### src/rtl/mpc_pkg.sv
// shared types, constants and fixed-point helpers for the mandelbrot pixel colour block
package mpc_pkg;

    // number format
    localparam int FRAC_BITS    = 28;
    localparam int WORD_W       = 32;
    localparam int PROD2_W      = 2 * WORD_W;
    localparam int COORD_W      = 11;
    localparam int DIFF_W       = COORD_W + 1;
    localparam int STEP_W       = 29;
    localparam int MAP_PROD_W   = DIFF_W + STEP_W + 1;
    localparam int SUM_W        = MAP_PROD_W + 1;
    localparam int THR_W        = 31;
    localparam int COUNT_W      = 12;
    localparam int COLOUR_W     = 24;
    localparam int PALETTE_SIZE = 16;
    localparam int ITER_MAX     = 4095;
    localparam int Q_DEPTH      = 2;

    localparam logic [WORD_W-1:0] WORD_MAX = {1'b0, {(WORD_W-1){1'b1}}};
    localparam logic [WORD_W-1:0] WORD_MIN = {1'b1, {(WORD_W-1){1'b0}}};

    // configuration port
    localparam int CFG_IDX_W  = 3;
    localparam int CFG_DATA_W = 32;

    localparam logic [CFG_IDX_W-1:0] REG_HALF_WIDTH       = 3'd0;
    localparam logic [CFG_IDX_W-1:0] REG_HALF_HEIGHT      = 3'd1;
    localparam logic [CFG_IDX_W-1:0] REG_PIXEL_STEP       = 3'd2;
    localparam logic [CFG_IDX_W-1:0] REG_CENTRE_REAL      = 3'd3;
    localparam logic [CFG_IDX_W-1:0] REG_CENTRE_IMAG      = 3'd4;
    localparam logic [CFG_IDX_W-1:0] REG_ESCAPE_THRESHOLD = 3'd5;
    localparam logic [CFG_IDX_W-1:0] REG_ITERATION_LIMIT  = 3'd6;

    // 16-word palette
    localparam logic [COLOUR_W-1:0] PALETTE [16] = '{
        24'h421E0F, 24'h19071A, 24'h09012F, 24'h040449,
        24'h000764, 24'h0C2C8A, 24'h1852B1, 24'h397DD1,
        24'h86B5E5, 24'hD3ECF8, 24'hF1E9BF, 24'hF8C95F,
        24'hFFAA00, 24'hCC8000, 24'h995700, 24'h6A3403
    };

    typedef struct packed {
        logic [COORD_W-1:0] pixel_col;
        logic [COORD_W-1:0] pixel_row;
    } pix_in_t;

    typedef struct packed {
        logic [COLOUR_W-1:0] colour_rgb;
        logic [COUNT_W-1:0]  escape_count;
        logic                inside_set;
    } pix_out_t;

    typedef struct packed {
        logic [COORD_W-1:0] half_width;
        logic [COORD_W-1:0] half_height;
        logic [STEP_W-1:0]  pixel_step;
        logic [WORD_W-1:0]  centre_real;
        logic [WORD_W-1:0]  centre_imag;
        logic [THR_W-1:0]   escape_threshold;
        logic [COUNT_W-1:0] iteration_limit;
    } cfg_t;

    // mapped point handed from front to back
    typedef struct packed {
        logic [WORD_W-1:0] re;
        logic [WORD_W-1:0] im;
    } point_t;

    typedef enum logic [1:0] {
        F_IDLE,
        F_MUL,
        F_ADD
    } front_state_t;

    typedef enum logic [1:0] {
        C_IDLE,
        C_ADD,
        C_MUL,
        C_DONE
    } core_state_t;

    // sign extend a word to the wide sum width
    function automatic logic [SUM_W-1:0] sext_word(input logic [WORD_W-1:0] x);
        return {{(SUM_W-WORD_W){x[WORD_W-1]}}, x};
    endfunction

    // clamp a wide two's complement sum to the word range
    function automatic logic [WORD_W-1:0] sat_word(input logic [SUM_W-1:0] x);
        if (!x[SUM_W-1] && (|x[SUM_W-2:WORD_W-1])) begin
            return WORD_MAX;
        end
        if (x[SUM_W-1] && !(&x[SUM_W-2:WORD_W-1])) begin
            return WORD_MIN;
        end
        return x[WORD_W-1:0];
    endfunction

    // palette lookup by count
    function automatic logic [COLOUR_W-1:0] palette_colour(input logic [COUNT_W-1:0] count);
        logic [COUNT_W-1:0] idx;
        idx = COUNT_W'(count % PALETTE_SIZE);
        return PALETTE[idx[3:0]];
    endfunction

endpackage

### src/rtl/mpc_front.sv
// front end: accepts a pixel and maps it to a point of the complex plane
module mpc_front
    import mpc_pkg::*;
(
    input  logic    clk,
    input  logic    rst_n,
    input  cfg_t    cfg,
    input  logic    in_valid,
    output logic    in_ready,
    input  pix_in_t in_data,
    output logic    push_valid,
    input  logic    push_ready,
    output point_t  push_data
);

    front_state_t state_reg, state_next;

    logic signed [DIFF_W-1:0]     dre_reg, dim_reg;
    logic signed [MAP_PROD_W-1:0] pre_reg, pim_reg;
    logic signed [MAP_PROD_W-1:0] pre_next, pim_next;
    logic [SUM_W-1:0]             sum_re, sum_im;

    // next state
    always_comb
    begin
        state_next = state_reg;
        case (state_reg)
            F_IDLE:  if (in_valid) state_next = F_MUL;
            F_MUL:   state_next = F_ADD;
            F_ADD:   if (push_ready) state_next = F_IDLE;
            default: state_next = F_IDLE;
        endcase
    end

    // handshake outputs
    always_comb
    begin
        in_ready   = 1'b0;
        push_valid = 1'b0;
        case (state_reg)
            F_IDLE:  in_ready = 1'b1;
            F_ADD:   push_valid = 1'b1;
            default: ;
        endcase
    end

    always_ff @(posedge clk or negedge rst_n)
    begin
        if (!rst_n) begin
            state_reg <= F_IDLE;
        end else begin
            state_reg <= state_next;
        end
    end

    // offset from centre pixel times step
    assign pre_next = MAP_PROD_W'(dre_reg) * MAP_PROD_W'($signed({1'b0, cfg.pixel_step}));
    assign pim_next = MAP_PROD_W'(dim_reg) * MAP_PROD_W'($signed({1'b0, cfg.pixel_step}));

    always_ff @(posedge clk)
    begin
        if (state_reg == F_IDLE && in_valid) begin
            dre_reg <= DIFF_W'({1'b0, in_data.pixel_col}) - DIFF_W'({1'b0, cfg.half_width});
            dim_reg <= DIFF_W'({1'b0, in_data.pixel_row}) - DIFF_W'({1'b0, cfg.half_height});
        end
        if (state_reg == F_MUL) begin
            pre_reg <= pre_next;
            pim_reg <= pim_next;
        end
    end

    // add centre and saturate
    assign sum_re = {pre_reg[MAP_PROD_W-1], pre_reg} + sext_word(cfg.centre_real);
    assign sum_im = {pim_reg[MAP_PROD_W-1], pim_reg} + sext_word(cfg.centre_imag);

    assign push_data.re = sat_word(sum_re);
    assign push_data.im = sat_word(sum_im);

endmodule

### config.mk
export PLATFORM = sky130hd
export DESIGN_NAME = mpc_front
export DESIGN_NICKNAME = d
export VERILOG_FILES = /design/src/rtl/mpc_pkg.sv /design/src/rtl/mpc_front.sv
export SDC_FILE = /design/constraint.sdc
export NUM_CORES = 2
export LEC_CHECK = 0
export BUFFER_PORTS_ARGS = -buffer_cell sky130_fd_sc_hd__buf_2
export CAP_MARGIN = 10
export CORE_UTILIZATION = 40
export DETAILED_ROUTE_END_ITERATION = 12
export PLACE_DENSITY = 0.54
export SYNTH_ARGS = -nofsm -noshare
export SYNTH_HDL_FRONTEND = slang
export SYNTH_SLANG_ARGS = --single-unit
### constraint.sdc
create_clock -name clk -period 7.15 [get_ports clk]
set_input_delay 0.715 -clock clk [delete_from_list [all_inputs] [get_ports clk]]
set_output_delay 0.715 -clock clk [all_outputs]
set_load 0.02 [all_outputs]
==> PnR_summary.wiki <==
{| class="wikitable"
! Metric !! Value
|-
| Status || complete, no violations
|-
| Clock H-tree levels || 3
|-
| DRC violations left || 0
|-
| Cell chosen for the clock root || clkbuf_16
|-
| Floorplan die area || 80190 um2
|-
| Cell row count || 102
|-
| Critical Path AT || 6.84 ns
|-
| CTS tree || built
|-
| Number of synthesized flops with an enable pin || 108
|-
| TritonCTS buffer count || 9
|-
| Ports || 250
|-
| Most frequent cells in the layout || 745 x inv_1, 553 x nand2_1, 546 x fa_1
|-
| Via count of the first global-routing pass || roughly 25000
|-
| Global-route wire length before repair || ~130000 um
|-
| Worst relative slew slack || 30.16%
|-
| Cell area after synthesis || 31620 um2
|-
| Number of synthesized register bits || 110
|-
| Clk slew on worst S/H paths || roughly 0.090 ns
|-
| Startpoint type of the worst setup path || flip-flop
|-
| CP cell instances || nand2_1, fa_1, fa_1, fa_1, inv_1, fa_1, inv_1, fa_1, inv_1, ha_1, o21a_1, a21boi_0, o41ai_1, buf_4, o21ai_0, a22oi_1, o221ai_1, a211o_1, a211o_1, a21oi_1, xnor2_1
|-
| Ys async rst share || 1.818%
|-
| Placeable core region || 77850 um2
|-
| Critical Path Fanout Max || 11
|-
| Number of warnings printed during yosys synthesis || 0
|-
| Most Frequent Cell on Critical Path || fa_1
|-
| Maximum clock rate || 149.5 MHz
|-
| CP delay by family, top || adder cells
|-
| CTS sink cnt || 110
|-
| Met2 usage || between 30% and 40%
|-
| Total global routing overflow || 0
|-
| Total Nets Final || 4854
|-
| Most used flip-flop cell after synthesis || edfxtp_1
|-
| Buffers from clock root to sink, at most || 2
|-
| Reg-to-Reg Start || dre_reg[3]
|-
| Worst path max stage delay || 0.79 ns
|-
| Unrepaired setup endpoints after global routing || false
|-
| GP Congestion || 0.8236
|-
| Time the worst path needs with I/O delays and setup || 6.688 ns
|-
| Instance count of the mapped netlist || approximately 3700
|-
| Endpoint required time on the critical path || 7.30 ns
|-
| Number of nets produced by synthesis || 4717
|-
| Fraction of met1 tracks used by global routing || roughly 25%
|-
| Avg Inst Size Synth || approximately 8.6 um2
|-
| Layout cell share with drive strength beyond 1 || 9.650%
|-
| Minimum setup slack after placement || 0.09462 ns
|-
| Capturing element type of the critical path || flip-flop
|-
| Portion of synthesized cell area occupied by the leading cell type || between 30% and 40%
|-
| Portion of the post-synthesis area used by sequential elements || about a tenth
|-
| Average routed wire per standard cell || 15.31 um
|-
| Die Y || 283.2 um
|-
| Busiest layer in global routing || met2
|-
| Slew at the pin closest to its max-slew limit || ~1.0 ns
|-
| Setup Total Neg Slack || 0 ns
|-
| Met3 usage || 2.810%
|-
| Slew Viols, Final || 0
|-
| Final setup violation count || 0
|-
| Worst Reg2Reg Path Length in Cells || 21
|-
| Path type of the worst min-delay path || input port to async pin
|-
| Skew final || ~0.018 ns
|-
| First-iteration detailed-routing DRC count || 1070
|-
| Critical Path Slowest Stage Cell || edfxtp_1
|-
| Max capacitance violation total || 0
|-
| Reg-to-reg setup timing slack || 0.46 ns
|-
| Most common cell after layout, fill and taps aside || inv_1
|-
| Post-synth cell types || 81
|-
| Count of endpoints failing hold in the final timing report || 0
|-
| Dominant cells by area after synthesis || fa_1 35%, ha_1 13%, edfxtp_1 10%
|-
| WP depth || 21
|-
| Pin count of the biggest net entering global routing || 44
|-
| Buf+Inv Stages, Crit Path || 4
|-
| Portion of the clock cycle consumed by the worst path in the final layout || 93.54%
|-
| Initial cell density of the core || 40.62%
|-
| Smallest setup slack after layout || 0.4620 ns
|-
| Cts repair resizes || 0
|-
| ANT nets after route || 0
|-
| Wirelength, routed || 74170 um
|-
| IO buf count || between 200 and 250
|-
| Floorplan die width || 283.2 um
|-
| Via/cell ratio || about 5
|-
| Detailed-router iteration count before antenna repair || 5
|-
| Post-detail-place hpwl || 62600 um
|-
| Aggregate global-route resource usage || 19.19%
|-
| Cell taking the most area after synthesis || fa_1
|-
| Layout overhead on the synthesized area || 8.613%
|-
| Insertion delay of the later-clocked pin in the worst-skew pair || between 0.4 and 0.5 ns
|-
| Worst setup path category || flip-flop to flip-flop
|-
| Initial antenna violation count || 6
|-
| Vias || around 24000
|-
| Endpoint of the lowest-slack register-to-register path || pre_reg[37]
|}
[cell families (layout without fill, tap and decap cells)]
family          after synthesis  in the layout  synth area share, %
simple gates               1055           1055                15.27
buf+inv                     915           1057                10.99
fa+ha+maj                   872            872                47.46
compound gates              554            554                11.55
xor+xnor                    151            151                4.182
flops                       110            110                10.41
mux                           4              4               0.1345
other cells                   0              1                    0
[layer usage]
layer,vias up,wire length (um)
li1,11723,-
met1,12160,33840
met2,369,36600
met3,49,2929
met4,8,751
met5,-,41
[metrics by stage]
stage	cell area [um2]	cells	util, %	hold slack, ns
global placement	33970	4824	43.64	0.5022
floorplan	31620	3661	-	0.4194
finish	34350	4844	44.12	0.07033
global route	34350	4843	44.12	0.05383
detailed placement	33970	4824	43.64	0.5012
CTS	34290	4840	44.05	0.03966
[layout make-up]
cell class                      count  area [um2]
Tap cell                         1040        1301
Clock buffer                       10       229.0
Inverter                          746        2800
Sequential cell                   110        3293
Antenna cell                        1       2.502
Multi-Input combinational cell   2636       24890
Clock inverter                      6       91.34
Timing Repair Buffer              295        1740
Fill cell                        7906       43500
[synth_stat cells, types with 30 or more instances]
| library cell | n |
|---|---|
| edfxtp_1 | 108 |
| a21o_1 | 73 |
| xnor2_1 | 96 |
| nand2b_1 | 40 |
| a21oi_1 | 152 |
| clkbuf_1 | 156 |
| o21ai_0 | 116 |
| nor2_1 | 146 |
| ha_1 | 326 |
| o21ai_2 | 30 |
| and2_1 | 184 |
| fa_1 | 546 |
| xor2_1 | 55 |
| nand3_1 | 34 |
| nand2_1 | 553 |
| inv_1 | 745 |
[worst max path at each step]
stage | end | start | slack, ns
finish | pre_reg[37] | dre_reg[3] | 0.46
global route | pre_reg[37] | dre_reg[2] | 0.05
CTS | pim_reg[41] | dim_reg[4] | 0.44
detailed placement | pre_reg[37] | cfg[112] | 0.09
global placement | pre_reg[37] | cfg[112] | 0.13
floorplan | pre_reg[37] | cfg[112] | 0.79
[timing repair]
action / 4_1_cts / 5_1_grt
buffers inserted: 0 / 2
setup endpoints to repair: 0 / 1
hold buffers: 0 / 0
Power is not shown: default switching activity piles up to over one toggle a cycle in this logic, so the estimate is an artifact.
