<file path="src/rtl/mpc_pkg.sv">
// shared types, constants and fixed-point helpers for the mandelbrot pixel colour block
package mpc_pkg;

    // number format
    localparam int FRAC_BITS    = 28;
    localparam int WORD_W       = 32;
    localparam int PROD2_W      = 2 * WORD_W;
    localparam int COORD_W      = 11;
    localparam int DIFF_W       = COORD_W + 1;
    localparam int STEP_W       = 29;
    localparam int MAP_PROD_W   = DIFF_W + STEP_W + 1;
    localparam int SUM_W        = MAP_PROD_W + 1;
    localparam int THR_W        = 31;
    localparam int COUNT_W      = 12;
    localparam int COLOUR_W     = 24;
    localparam int PALETTE_SIZE = 16;
    localparam int ITER_MAX     = 4095;
    localparam int Q_DEPTH      = 2;

    localparam logic [WORD_W-1:0] WORD_MAX = {1'b0, {(WORD_W-1){1'b1}}};
    localparam logic [WORD_W-1:0] WORD_MIN = {1'b1, {(WORD_W-1){1'b0}}};

    // configuration port
    localparam int CFG_IDX_W  = 3;
    localparam int CFG_DATA_W = 32;

    localparam logic [CFG_IDX_W-1:0] REG_HALF_WIDTH       = 3'd0;
    localparam logic [CFG_IDX_W-1:0] REG_HALF_HEIGHT      = 3'd1;
    localparam logic [CFG_IDX_W-1:0] REG_PIXEL_STEP       = 3'd2;
    localparam logic [CFG_IDX_W-1:0] REG_CENTRE_REAL      = 3'd3;
    localparam logic [CFG_IDX_W-1:0] REG_CENTRE_IMAG      = 3'd4;
    localparam logic [CFG_IDX_W-1:0] REG_ESCAPE_THRESHOLD = 3'd5;
    localparam logic [CFG_IDX_W-1:0] REG_ITERATION_LIMIT  = 3'd6;

    // 16-word palette
    localparam logic [COLOUR_W-1:0] PALETTE [16] = '{
        24'h421E0F, 24'h19071A, 24'h09012F, 24'h040449,
        24'h000764, 24'h0C2C8A, 24'h1852B1, 24'h397DD1,
        24'h86B5E5, 24'hD3ECF8, 24'hF1E9BF, 24'hF8C95F,
        24'hFFAA00, 24'hCC8000, 24'h995700, 24'h6A3403
    };

    typedef struct packed {
        logic [COORD_W-1:0] pixel_col;
        logic [COORD_W-1:0] pixel_row;
    } pix_in_t;

    typedef struct packed {
        logic [COLOUR_W-1:0] colour_rgb;
        logic [COUNT_W-1:0]  escape_count;
        logic                inside_set;
    } pix_out_t;

    typedef struct packed {
        logic [COORD_W-1:0] half_width;
        logic [COORD_W-1:0] half_height;
        logic [STEP_W-1:0]  pixel_step;
        logic [WORD_W-1:0]  centre_real;
        logic [WORD_W-1:0]  centre_imag;
        logic [THR_W-1:0]   escape_threshold;
        logic [COUNT_W-1:0] iteration_limit;
    } cfg_t;

    // mapped point handed from front to back
    typedef struct packed {
        logic [WORD_W-1:0] re;
        logic [WORD_W-1:0] im;
    } point_t;

    typedef enum logic [1:0] {
        F_IDLE,
        F_MUL,
        F_ADD
    } front_state_t;

    typedef enum logic [1:0] {
        C_IDLE,
        C_ADD,
        C_MUL,
        C_DONE
    } core_state_t;

    // sign extend a word to the wide sum width
    function automatic logic [SUM_W-1:0] sext_word(input logic [WORD_W-1:0] x);
        return {{(SUM_W-WORD_W){x[WORD_W-1]}}, x};
    endfunction

    // clamp a wide two's complement sum to the word range
    function automatic logic [WORD_W-1:0] sat_word(input logic [SUM_W-1:0] x);
        if (!x[SUM_W-1] && (|x[SUM_W-2:WORD_W-1])) begin
            return WORD_MAX;
        end
        if (x[SUM_W-1] && !(&x[SUM_W-2:WORD_W-1])) begin
            return WORD_MIN;
        end
        return x[WORD_W-1:0];
    endfunction

    // palette lookup by count
    function automatic logic [COLOUR_W-1:0] palette_colour(input logic [COUNT_W-1:0] count);
        logic [COUNT_W-1:0] idx;
        idx = COUNT_W'(count % PALETTE_SIZE);
        return PALETTE[idx[3:0]];
    endfunction

endpackage

</file>
<file path="src/rtl/mpc_fifo.sv">
// short queue of mapped points between front end and iteration core
module mpc_fifo
    import mpc_pkg::*;
(
    input  logic   clk,
    input  logic   rst_n,
    input  logic   push_valid,
    output logic   push_ready,
    input  point_t push_data,
    output logic   pop_valid,
    input  logic   pop_ready,
    output point_t pop_data
);

    localparam int PTR_W = (Q_DEPTH > 1) ? $clog2(Q_DEPTH) : 1;
    localparam int CNT_W = $clog2(Q_DEPTH + 1);

    point_t             q_mem [Q_DEPTH];
    logic [PTR_W-1:0]   wr_ptr_reg, wr_ptr_next;
    logic [PTR_W-1:0]   rd_ptr_reg, rd_ptr_next;
    logic [CNT_W-1:0]   count_reg, count_next;
    logic               push, pop;

    assign push_ready = (count_reg != CNT_W'(Q_DEPTH));
    assign pop_valid  = (count_reg != '0);
    assign push       = push_valid && push_ready;
    assign pop        = pop_valid && pop_ready;
    assign pop_data   = q_mem[rd_ptr_reg];

    // pointer and fill count update
    always_comb
    begin
        wr_ptr_next = wr_ptr_reg;
        rd_ptr_next = rd_ptr_reg;
        count_next  = count_reg;
        if (push) begin
            wr_ptr_next = (wr_ptr_reg == PTR_W'(Q_DEPTH - 1)) ? '0 : wr_ptr_reg + 1'b1;
        end
        if (pop) begin
            rd_ptr_next = (rd_ptr_reg == PTR_W'(Q_DEPTH - 1)) ? '0 : rd_ptr_reg + 1'b1;
        end
        if (push && !pop) begin
            count_next = count_reg + 1'b1;
        end else if (pop && !push) begin
            count_next = count_reg - 1'b1;
        end
    end

    always_ff @(posedge clk or negedge rst_n)
    begin
        if (!rst_n) begin
            wr_ptr_reg <= '0;
            rd_ptr_reg <= '0;
            count_reg  <= '0;
        end else begin
            wr_ptr_reg <= wr_ptr_next;
            rd_ptr_reg <= rd_ptr_next;
            count_reg  <= count_next;
        end
    end

    // entry storage
    always_ff @(posedge clk)
    begin
        if (push) begin
            q_mem[wr_ptr_reg] <= push_data;
        end
    end

endmodule

</file>
<file path="config.mk">
export PLATFORM = sky130hd
export DESIGN_NAME = mpc_fifo
export DESIGN_NICKNAME = d
export VERILOG_FILES = /design/src/rtl/mpc_pkg.sv /design/src/rtl/mpc_fifo.sv
export SDC_FILE = /design/constraint.sdc
export NUM_CORES = 1
export LEC_CHECK = 0
export BUFFER_PORTS_ARGS = -buffer_cell sky130_fd_sc_hd__buf_2
export CORE_ASPECT_RATIO = 0.9
export CORE_MARGIN = 1.5
export CORE_UTILIZATION = 56
export DETAILED_ROUTE_END_ITERATION = 7
export PLACE_DENSITY = 0.84
export SYNTH_ARGS = -nofsm -noshare
export SYNTH_HDL_FRONTEND = slang
export SYNTH_SLANG_ARGS = --single-unit
</file>
<file path="constraint.sdc">
create_clock -name clk -period 9.5 [get_ports clk]
set_input_delay 1.9 -clock clk [delete_from_list [all_inputs] [get_ports clk]]
set_output_delay 1.9 -clock clk [all_outputs]
set_load 0.05 [all_outputs]
</file>
==> results_dict.tcl, run 1 <==
set metrics [dict create \
    p_per_area_nw_per_um2 387 \
    timing.rr.start "count_reg[0]" \
    cts_hold_buf 0 \
    nets 433 \
    critPathKind "reg2out" \
    hold_viol 0 \
    core_um2 8650 \
    worstHoldStart "count_reg[1]" \
    power_w 0.00246 \
    startpoint "rd_ptr_reg" \
    initial_core_util 0.580 \
    yosysSeqAreaShare 0.786 \
    dieArea_um2 9540 \
    rsz0062_at_grt "no" \
    cp_data_required_time_ns 7.60 \
    status "finished, final reports clean" \
    syn_nets 286 \
    final_layout_size_suffix_gt1_frac 0.612 \
    drt_iter0_drc 118 \
    largest_reg_flops 128 \
    num_vias 2524 \
    synth_area_per_cell_um2 23.1 \
    vdd_ir_drop_max_uv 274 \
    setup-tns-final_ns 0 \
    cts_buffers 17 \
    yosysWarningCount 0 \
    viasPerCell 5.10 \
    finalWirelength_mm 8.50 \
    finalSetupViolCount 0 \
    hp-class "reg2reg" \
    syn2layout_area_growth_pct 26.8 \
    clockBufferDepth 2 \
    grt_pass1_wl_mm 12.6 \
    grt_pass1_vias 2550 \
    dieHeight_um 92.8 \
    hold_depth 1 \
    crit_fanout 65 \
    cts_max_level 4 \
    clock.fmax_ghz 0.235 \
    tightest_slew_ns 1.15 \
    ys_top_cells_by_area "edfxtp_1 (77%), mux2_4 (15%), mux2_2 (3.1%)" \
    antenna_found_initial 1 \
    io_buffers 133 \
    rows 32 \
    ys_seq_elements 132 \
    grt_max_degree 66 \
    ant_nets 0 \
    endpoint_kind "primary output" \
    avgRoutedWirePerCell_um 17.2 \
    cp.arrival_ns 2.36 \
    drc 0 \
    num_antenna_cells 0 \
    fin_crit_ns 4.26 \
    synthCells 217 \
    synth_top_area_frac 0.766 \
    skew_ns 0.00534 \
    p_leak_nw 2.56 \
    clock_sinks 132 \
    cts-root-buf "clkbuf_8" \
    yosysTopAreaCell "edfxtp_1" \
    dp_cells 464 \
    ctsResizeCount 0 \
    drv_slew 0 \
    gp_congestion 0.700 \
    hpwlAfterDp_mm 5.39 \
    fill_cells 535 \
    synth_area_um2 5020 \
    dr.pass1.iters 4 \
    io_pins 134 \
    grt_overflow 0 \
    layout.cells.non_filler 495 \
    track_usage 0.183 \
    path_clk_slew_ns 0.06 \
    crit_path_start_kind "flop" \
    maxCapViolCount 0 \
    final.period_utilization 0.449 \
    postCtsSetupBuffers 0 \
    r2r_cells 4 \
    multi_input_area_um2 1010 \
    ys_types 15 \
    clock_latency_ns 0.49 \
    max_slew_margin 0.234 \
    regArea_um2 3950 \
    cts_tree "yes" \
    die_x_um 103 \
]
synthesized netlist by cell type:
library cell and instances:
nand2_1 2, dfrtp_1 4, buf_6 6, xor2_1 2, nor2_1 2, and3_1 1
or2_1 1, mux2_2 14, buf_2 1, inv_1 1, mux2_4 50, nand2b_1 1
edfxtp_1 128, ha_1 1, xnor2_1 3
cells by family (layout without fill, tap and decap cells):
group | Yosys count | in the layout | synth area share
buffers and inverters | 8 | 167 | 0.0152
adders and majority gates | 1 | 1 | 0.00249
DFF | 132 | 132 | 0.786
and+or+nand+nor | 7 | 7 | 0.00673
muxes | 64 | 64 | 0.181
xor gates and xnor gates | 5 | 5 | 0.00873
worst max-delay path, cell delays in order, from the launching register on:
cell	delay, ns
dfrtp_4	1.15
mux2_2	0.42
buf_2	0.21
metal layers:
metal	up-vias	track usage	wire [um]
met5	-	0	0
met4	0	0.0721	73
met3	8	0.0657	572
li1	1156	-	-
met1	1251	0.224	3600
met2	109	0.299	4250
final timing paths:
check                          endpoint  slack (ns)
setup / recovery           pop_data[44]        5.24
hold / removal             count_reg[1]        0.49
setup reg to reg           q_mem[0][25]        7.18
hold reg to reg            count_reg[1]        0.49
max in group asynchronous    rd_ptr_reg        8.16
min in group asynchronous  count_reg[0]        1.21
area by class of cell:
type,instances,share of cell area
Multi-Input combinational cell,77,0.158
Timing Repair Buffer,135,0.107
Tap cell,119,0.0234
Sequential cell,132,0.620
Inverter,1,0.000590
Clock inverter,14,0.0254
Clock buffer,17,0.0651
placed cells by master (no fill, tap or decap), drive strengths merged:
master    count
buf         135
edfxtp      128
mux2         64
clkbuf       17
clkinv        7
dfrtp         4
xnor2         3
bufinv        3
inv           3
nand2         2
xor2          2
clkinvlp      2
nor2          2
nand2b        1
or2           1
and3          1
ha            1
report_power, final:
group	internal, W	leakage (nW)	total (W)	switching [W]
registers	0.000799	1.23	0.000907	0.000108
clock network	0.000397	0.277	0.000624	0.000228
logic	0.000309	1.05	0.000929	0.000620
total	0.00150	2.56	0.00246	0.000956
stage by stage:
stage          worst slack [ns]  utilization  cell area, um^2  hold slack (ns)
2_1_floorplan              4.32            -             5020            0.456
3_3_place_gp               5.79        0.669             5790            0.475
3_5_place_dp               5.73        0.669             5790            0.485
4_1_cts                    5.23        0.736             6360            0.493
5_1_grt                    5.16        0.736             6360            0.513
6_report                   5.24        0.736             6360            0.486
(Power assumes the default switching activity.)
==> inputs of run 2 (changes only) <==
--- a/config.mk
+++ b/config.mk
@@ -8,9 +8,9 @@
 export BUFFER_PORTS_ARGS = -buffer_cell sky130_fd_sc_hd__buf_2
 export CORE_ASPECT_RATIO = 0.9
 export CORE_MARGIN = 1.5
-export CORE_UTILIZATION = 56
+export CORE_UTILIZATION = 52
 export DETAILED_ROUTE_END_ITERATION = 7
-export PLACE_DENSITY = 0.84
+export PLACE_DENSITY = 0.79
 export SYNTH_ARGS = -nofsm -noshare
 export SYNTH_HDL_FRONTEND = slang
 export SYNTH_SLANG_ARGS = --single-unit
==> constraint.sdc (replaced) <==
create_clock -name clk -period 4.2 [get_ports clk]
set_input_delay 0.84 -clock clk [delete_from_list [all_inputs] [get_ports clk]]
set_output_delay 0.84 -clock clk [all_outputs]
set_load 0.05 [all_outputs]
==> run 2 against run 1 <==
Effect of this change:
- die area grew 7.5%
- hold slack lost 0.35 ns
- flip-flop and latch count is the same
- largest power group unchanged
==> results_dict.tcl, run 2 (same netlist as run 1, synthesis figures left out) <==
set metrics [dict create \
    status "finished, final reports clean" \
    syn2layout_area_growth_pct 27.9 \
    cts-root-buf "clkbuf_8" \
    gp_congestion 0.698 \
    grt_max_degree 34 \
    skew_ns 0.00613 \
    grt_pass1_wl_mm 13.1 \
    fin_crit_ns 3.09 \
    final_cell_mix "buf_2 (133), edfxtp_1 (128), mux2_4 (50), clkbuf_16 (16), mux2_2 (14)" \
    hold_viol 0 \
    finalWirelength_mm 8.61 \
    grt_util_met2 0.313 \
    initial_core_util 0.543 \
    r2r_cells 3 \
    cts_hold_buf 0 \
    regToRegSetupSlack_ns 2.35 \
    clock_sinks 132 \
    max_slew_margin 0.610 \
    crit_path_start_kind "flop" \
    track_usage 0.179 \
    dr.pass1.iters 4 \
    path_depth 3 \
    num_antenna_cells 0 \
    dieArea_um2 10300 \
    endpoint_kind "primary output" \
    worst-path-buf-inv 2 \
    rr_endpoint "q_mem[1][13]" \
    maxCapViolCount 0 \
    core_um2 9250 \
    cp.arrival_ns 2.25 \
    tightest_slew_ns 0.585 \
    avgRoutedWirePerCell_um 17.1 \
    clock.fmax_ghz 0.323 \
    dieHeight_um 96.2 \
    grt_overflow 0 \
    cp_slowest_cell "dfrtp_4" \
    max_stage_delay_ns 0.81 \
    path_clk_slew_ns 0.06 \
    clock_latency_ns 0.50 \
    drc 0 \
    hp-class "in2async" \
    cp_top_family "flip-flops" \
    largest_reg_flops 128 \
    cts_tree "yes" \
    viasPerCell 5.04 \
    drv_slew 0 \
    layout_commonest_cell "buf_2" \
    p_leak_nw 2.59 \
    cp_data_required_time_ns 3.36 \
    fill_cells 627 \
    finalSetupViolCount 0 \
    setup-tns-final_ns 0 \
    io_buffers 133 \
    die_x_um 107 \
    nets 436 \
    p_per_area_nw_per_um2 877 \
    rsz0062_at_grt "no" \
    layout.cells.non_filler 502 \
    grt_pass1_vias 2625 \
    ant_nets 0 \
    timing.rr.start "count_reg[0]" \
    final.period_utilization 0.736 \
    grt-busiest-layer "met2" \
    vdd_ir_drop_max_uv 679 \
    ctsResizeCount 0 \
    cts_max_level 4 \
    crit_fanout 33 \
    antenna_found_initial 0 \
    hpwlAfterDp_mm 5.70 \
    num_vias 2529 \
    cts_buffers 17 \
    drt_iter0_drc 99 \
    final_layout_size_suffix_gt1_frac 0.618 \
    grtUsageMet3 0.0677 \
    dp_cells 470 \
    io_pins 134 \
    postCtsSetupBuffers 0 \
    cp_cell_sequence "buf_12 -> mux2_2 -> buf_2" \
    clockBufferDepth 2 \
    critPathKind "reg2out" \
    met1_usage 0.199 \
    rows 33 \
]
run 2: how the worst max path moves through the flow:
stage,start,to
after global placement,rd_ptr_reg,pop_data[48]
final,rd_ptr_reg,pop_data[49]
after global routing,rd_ptr_reg,pop_data[48]
after CTS,rd_ptr_reg,pop_data[48]
after detailed placement,rd_ptr_reg,pop_data[48]
after floorplan,count_reg[0],q_mem[0][0]
run 2: area by class of cell:
type	instances	area (um^2)	area share
inverter	1	3.75	0.000585
clock inverter	14	175	0.0273
multi-input combinational	77	1010	0.157
sequential	132	3950	0.615
clock buffer	18	418	0.0651
timing repair buffer	138	716	0.111
tap	122	153	0.0238
run 2: worst reg2reg max path: cells and delay by family (launching register included):
| kind | cells | cell delay, ns |
|---|---|---|
| AND/OR/NAND/NOR | 2 | 0.68 |
| buffers and inverters | 1 | 0.40 |
| flip-flops | 1 | 0.42 |
run 2: power by group:
group	switching, W	internal, W
Sequential	0.000168	0.00181
Clock	0.000544	0.000911
Combinational	0.00149	0.000705
run 2: per-layer routing:
metal / part of all wire / vias to the layer above
met4: 0.017 / 0
met3: 0.065 / 15
met2: 0.52 / 105
li1: - / 1161
met5: 0 / -
met1: 0.40 / 1248
run 2: stage by stage:
step / hold WS [ns] / instance area (um^2) / setup WS, ns / utilization / total power [W]
finish: 0.134 / 6420 / 1.11 / 0.694 / 0.00563
global route: 0.105 / 6420 / 0.993 / 0.694 / 0.00585
CTS: 0.111 / 6420 / 1.05 / 0.694 / 0.00569
detailed placement: 0.485 / 5830 / 1.61 / 0.630 / 0.00422
global placement: 0.489 / 5830 / 1.63 / 0.630 / 0.00417
floorplan: 0.456 / 5020 / 1.03 / - / 0.00381
==> inputs of run 3 (changes only) <==
--- a/config.mk
+++ b/config.mk
@@ -8,9 +8,9 @@
 export BUFFER_PORTS_ARGS = -buffer_cell sky130_fd_sc_hd__buf_2
 export CORE_ASPECT_RATIO = 0.9
 export CORE_MARGIN = 1.5
-export CORE_UTILIZATION = 52
+export CORE_UTILIZATION = 47
 export DETAILED_ROUTE_END_ITERATION = 7
-export PLACE_DENSITY = 0.79
+export PLACE_DENSITY = 0.75
 export SYNTH_ARGS = -nofsm -noshare
 export SYNTH_HDL_FRONTEND = slang
 export SYNTH_SLANG_ARGS = --single-unit
==> constraint.sdc (replaced) <==
create_clock -name clk -period 2.7 [get_ports clk]
set_input_delay 0.54 -clock clk [delete_from_list [all_inputs] [get_ports clk]]
set_output_delay 0.54 -clock clk [all_outputs]
set_load 0.05 [all_outputs]
==> run 3 against run 2 <==
Effect of this change:
- the flow now finishes with violations (design-rule violations)
- routed wire length is 3.4% lower
- die area increased by 10%
- register-to-register slack got worse by 1.3 ns
- clock skew increased by 0.00070 ns
- final cell count rose by 1.8%
- sequential share of layout area barely moved
- global-route usage decreased by 2.3 points
- critical path type unchanged
- largest cell class unchanged
- largest power group unchanged
==> results_dict.tcl, run 3 (same netlist as run 1, synthesis figures left out) <==
set metrics [dict create \
    grt_pass1_wl_mm 12.7 \
    p_int_w 0.00528 \
    ant_nets 0 \
    grt_max_degree 39 \
    seqPwrFrac 0.341 \
    p_per_area_nw_per_um2 1350 \
    hp-class "in2reg" \
    viasPerCell 4.84 \
    initial_core_util 0.486 \
    skew_ns 0.00682 \
    multi_input_area_um2 1010 \
    layout_commonest_cell "buf_2" \
    rows 35 \
    drv_slew 0 \
    p_leak_nw 2.58 \
    regToRegSetupSlack_ns 1.09 \
    cp.arrival_ns 1.73 \
    tightest_slew_ns 0.493 \
    syn2layout_area_growth_pct 27.9 \
    core_um2 10300 \
    switching_share 0.389 \
    track_usage 0.156 \
    drc 24 \
    hold_depth 1 \
    io_buffers 133 \
    max_slew_margin 0.672 \
    cp_data_required_time_ns 2.16 \
    regArea_um2 3950 \
    gp_congestion 0.720 \
    critPathKind "reg2out" \
    num_vias 2475 \
    finalWirelength_mm 8.31 \
    largest_reg_flops 128 \
    maxCapViolCount 0 \
    cts_tree "yes" \
    antenna_found_initial 0 \
    clock.fmax_ghz 0.441 \
    grt_overflow 0 \
    timing.rr.start "count_reg[0]" \
    cts-root-buf "clkbuf_16" \
    path_clk_slew_ns 0.06 \
    dieArea_um2 11300 \
    clock_sinks 132 \
    final_cell_mix "buf_2 (133), edfxtp_1 (128), mux2_4 (50), clkbuf_16 (17), mux2_2 (14)" \
    fill_cells 751 \
    failed_checks "design-rule violations" \
    nets 438 \
    crit_fanout 38 \
    worstHoldStart "push_data[55]" \
    crit_path_start_kind "flop" \
    die_x_um 112 \
    clkPwrFrac 0.247 \
    status "finished, violations left" \
    rr_endpoint "q_mem[0][61]" \
    setup-tns-final_ns 0 \
    power_w 0.00864 \
    cts_max_level 4 \
    pwr-share-comb 0.412 \
    finalSetupViolCount 0 \
    hold_viol 0 \
    rsz0062_at_grt "no" \
    clockBufferDepth 2 \
    avgRoutedWirePerCell_um 16.3 \
    endpoint_kind "primary output" \
    num_antenna_cells 0 \
    grt_pass1_vias 2552 \
    dr.pass1.iters 6 \
    p_switching_w 0.00336 \
    vdd_ir_drop_max_uv 806 \
    io_pins 134 \
    fin_crit_ns 2.27 \
    final.period_utilization 0.840 \
    r2r_cells 4 \
    min_to "q_mem[0][55]" \
    clock_latency_ns 0.41 \
    final_layout_size_suffix_gt1_frac 0.610 \
    cts_buffers 17 \
    drt_iter0_drc 181 \
    dieHeight_um 101 \
]
==> run 3: changes by cell type in the layout (fill, tap and decap cells not counted), sizes merged <==
cell         previous run  this run
bufinv                  3         2
inv                     6         1
dlygate4sd3             0         1
buf                   138       139
clkbuf                 18        21
clkinv                  4         6
clkinvlp                2         3
==> run 3: cell type report <==
type | instances | share of cell area
flip-flops and latches | 132 | 0.615
multi-input cells | 77 | 0.157
repair buffers | 140 | 0.116
clock buffers | 21 | 0.0686
well taps | 129 | 0.0252
clock inverters | 11 | 0.0174
inverters | 1 | 0.000585
==> run 3: power by group through the flow <==
stage               Sequential (W)  Combinational [W]  Clock, W
floorplan                  0.00294            0.00298         0
global placement           0.00296            0.00357         0
detailed placement         0.00299            0.00359         0
CTS                        0.00295            0.00360   0.00218
global route               0.00299            0.00372   0.00228
finish                     0.00295            0.00356   0.00213
==> run 3: how the worst max path moves through the flow <==
stage / to / slack, ns / startpoint
after floorplan: q_mem[0][0] / 0.22 / count_reg[0]
after global placement: pop_data[44] / 0.86 / rd_ptr_reg
after detailed placement: pop_data[44] / 0.86 / rd_ptr_reg
after CTS: pop_data[44] / 0.41 / rd_ptr_reg
after global routing: pop_data[44] / 0.36 / rd_ptr_reg
final: pop_data[44] / 0.43 / rd_ptr_reg
==> run 3: per-stage QoR <==
stage	util	hold WS, ns	setup slack (ns)	cells	instance area, um^2
after floorplan	-	0.244	0.222	217	5030
after global placement	0.567	0.352	0.855	478	5860
after detailed placement	0.567	0.356	0.861	478	5860
after CTS	0.621	0.300	0.414	511	6420
after global routing	0.621	0.293	0.363	511	6420
final	0.621	0.318	0.431	511	6420
==> run 3: worst max-delay path, cell delays in order, from the launching register on <==
cell     delay [ns]
dfrtp_4        0.44
buf_12         0.26
mux2_2         0.37
buf_2          0.21
==> run 3: repair_timing <==
item | 4_1_cts | 5_1_grt
buffers inserted | 0 | 0
resized for setup | 0 | 0
hold buffers | 1 | 0
endpoints found under the hold margin | 4 | 0
==> run 3: layer usage <==
metal | track usage | vias to the layer above | part of all wire
li1 | - | 1157 | -
met1 | 0.186 | 1208 | 0.41
met2 | 0.250 | 99 | 0.49
met3 | 0.0649 | 11 | 0.085
met4 | 0.0740 | 0 | 0.014
met5 | 0 | - | 0
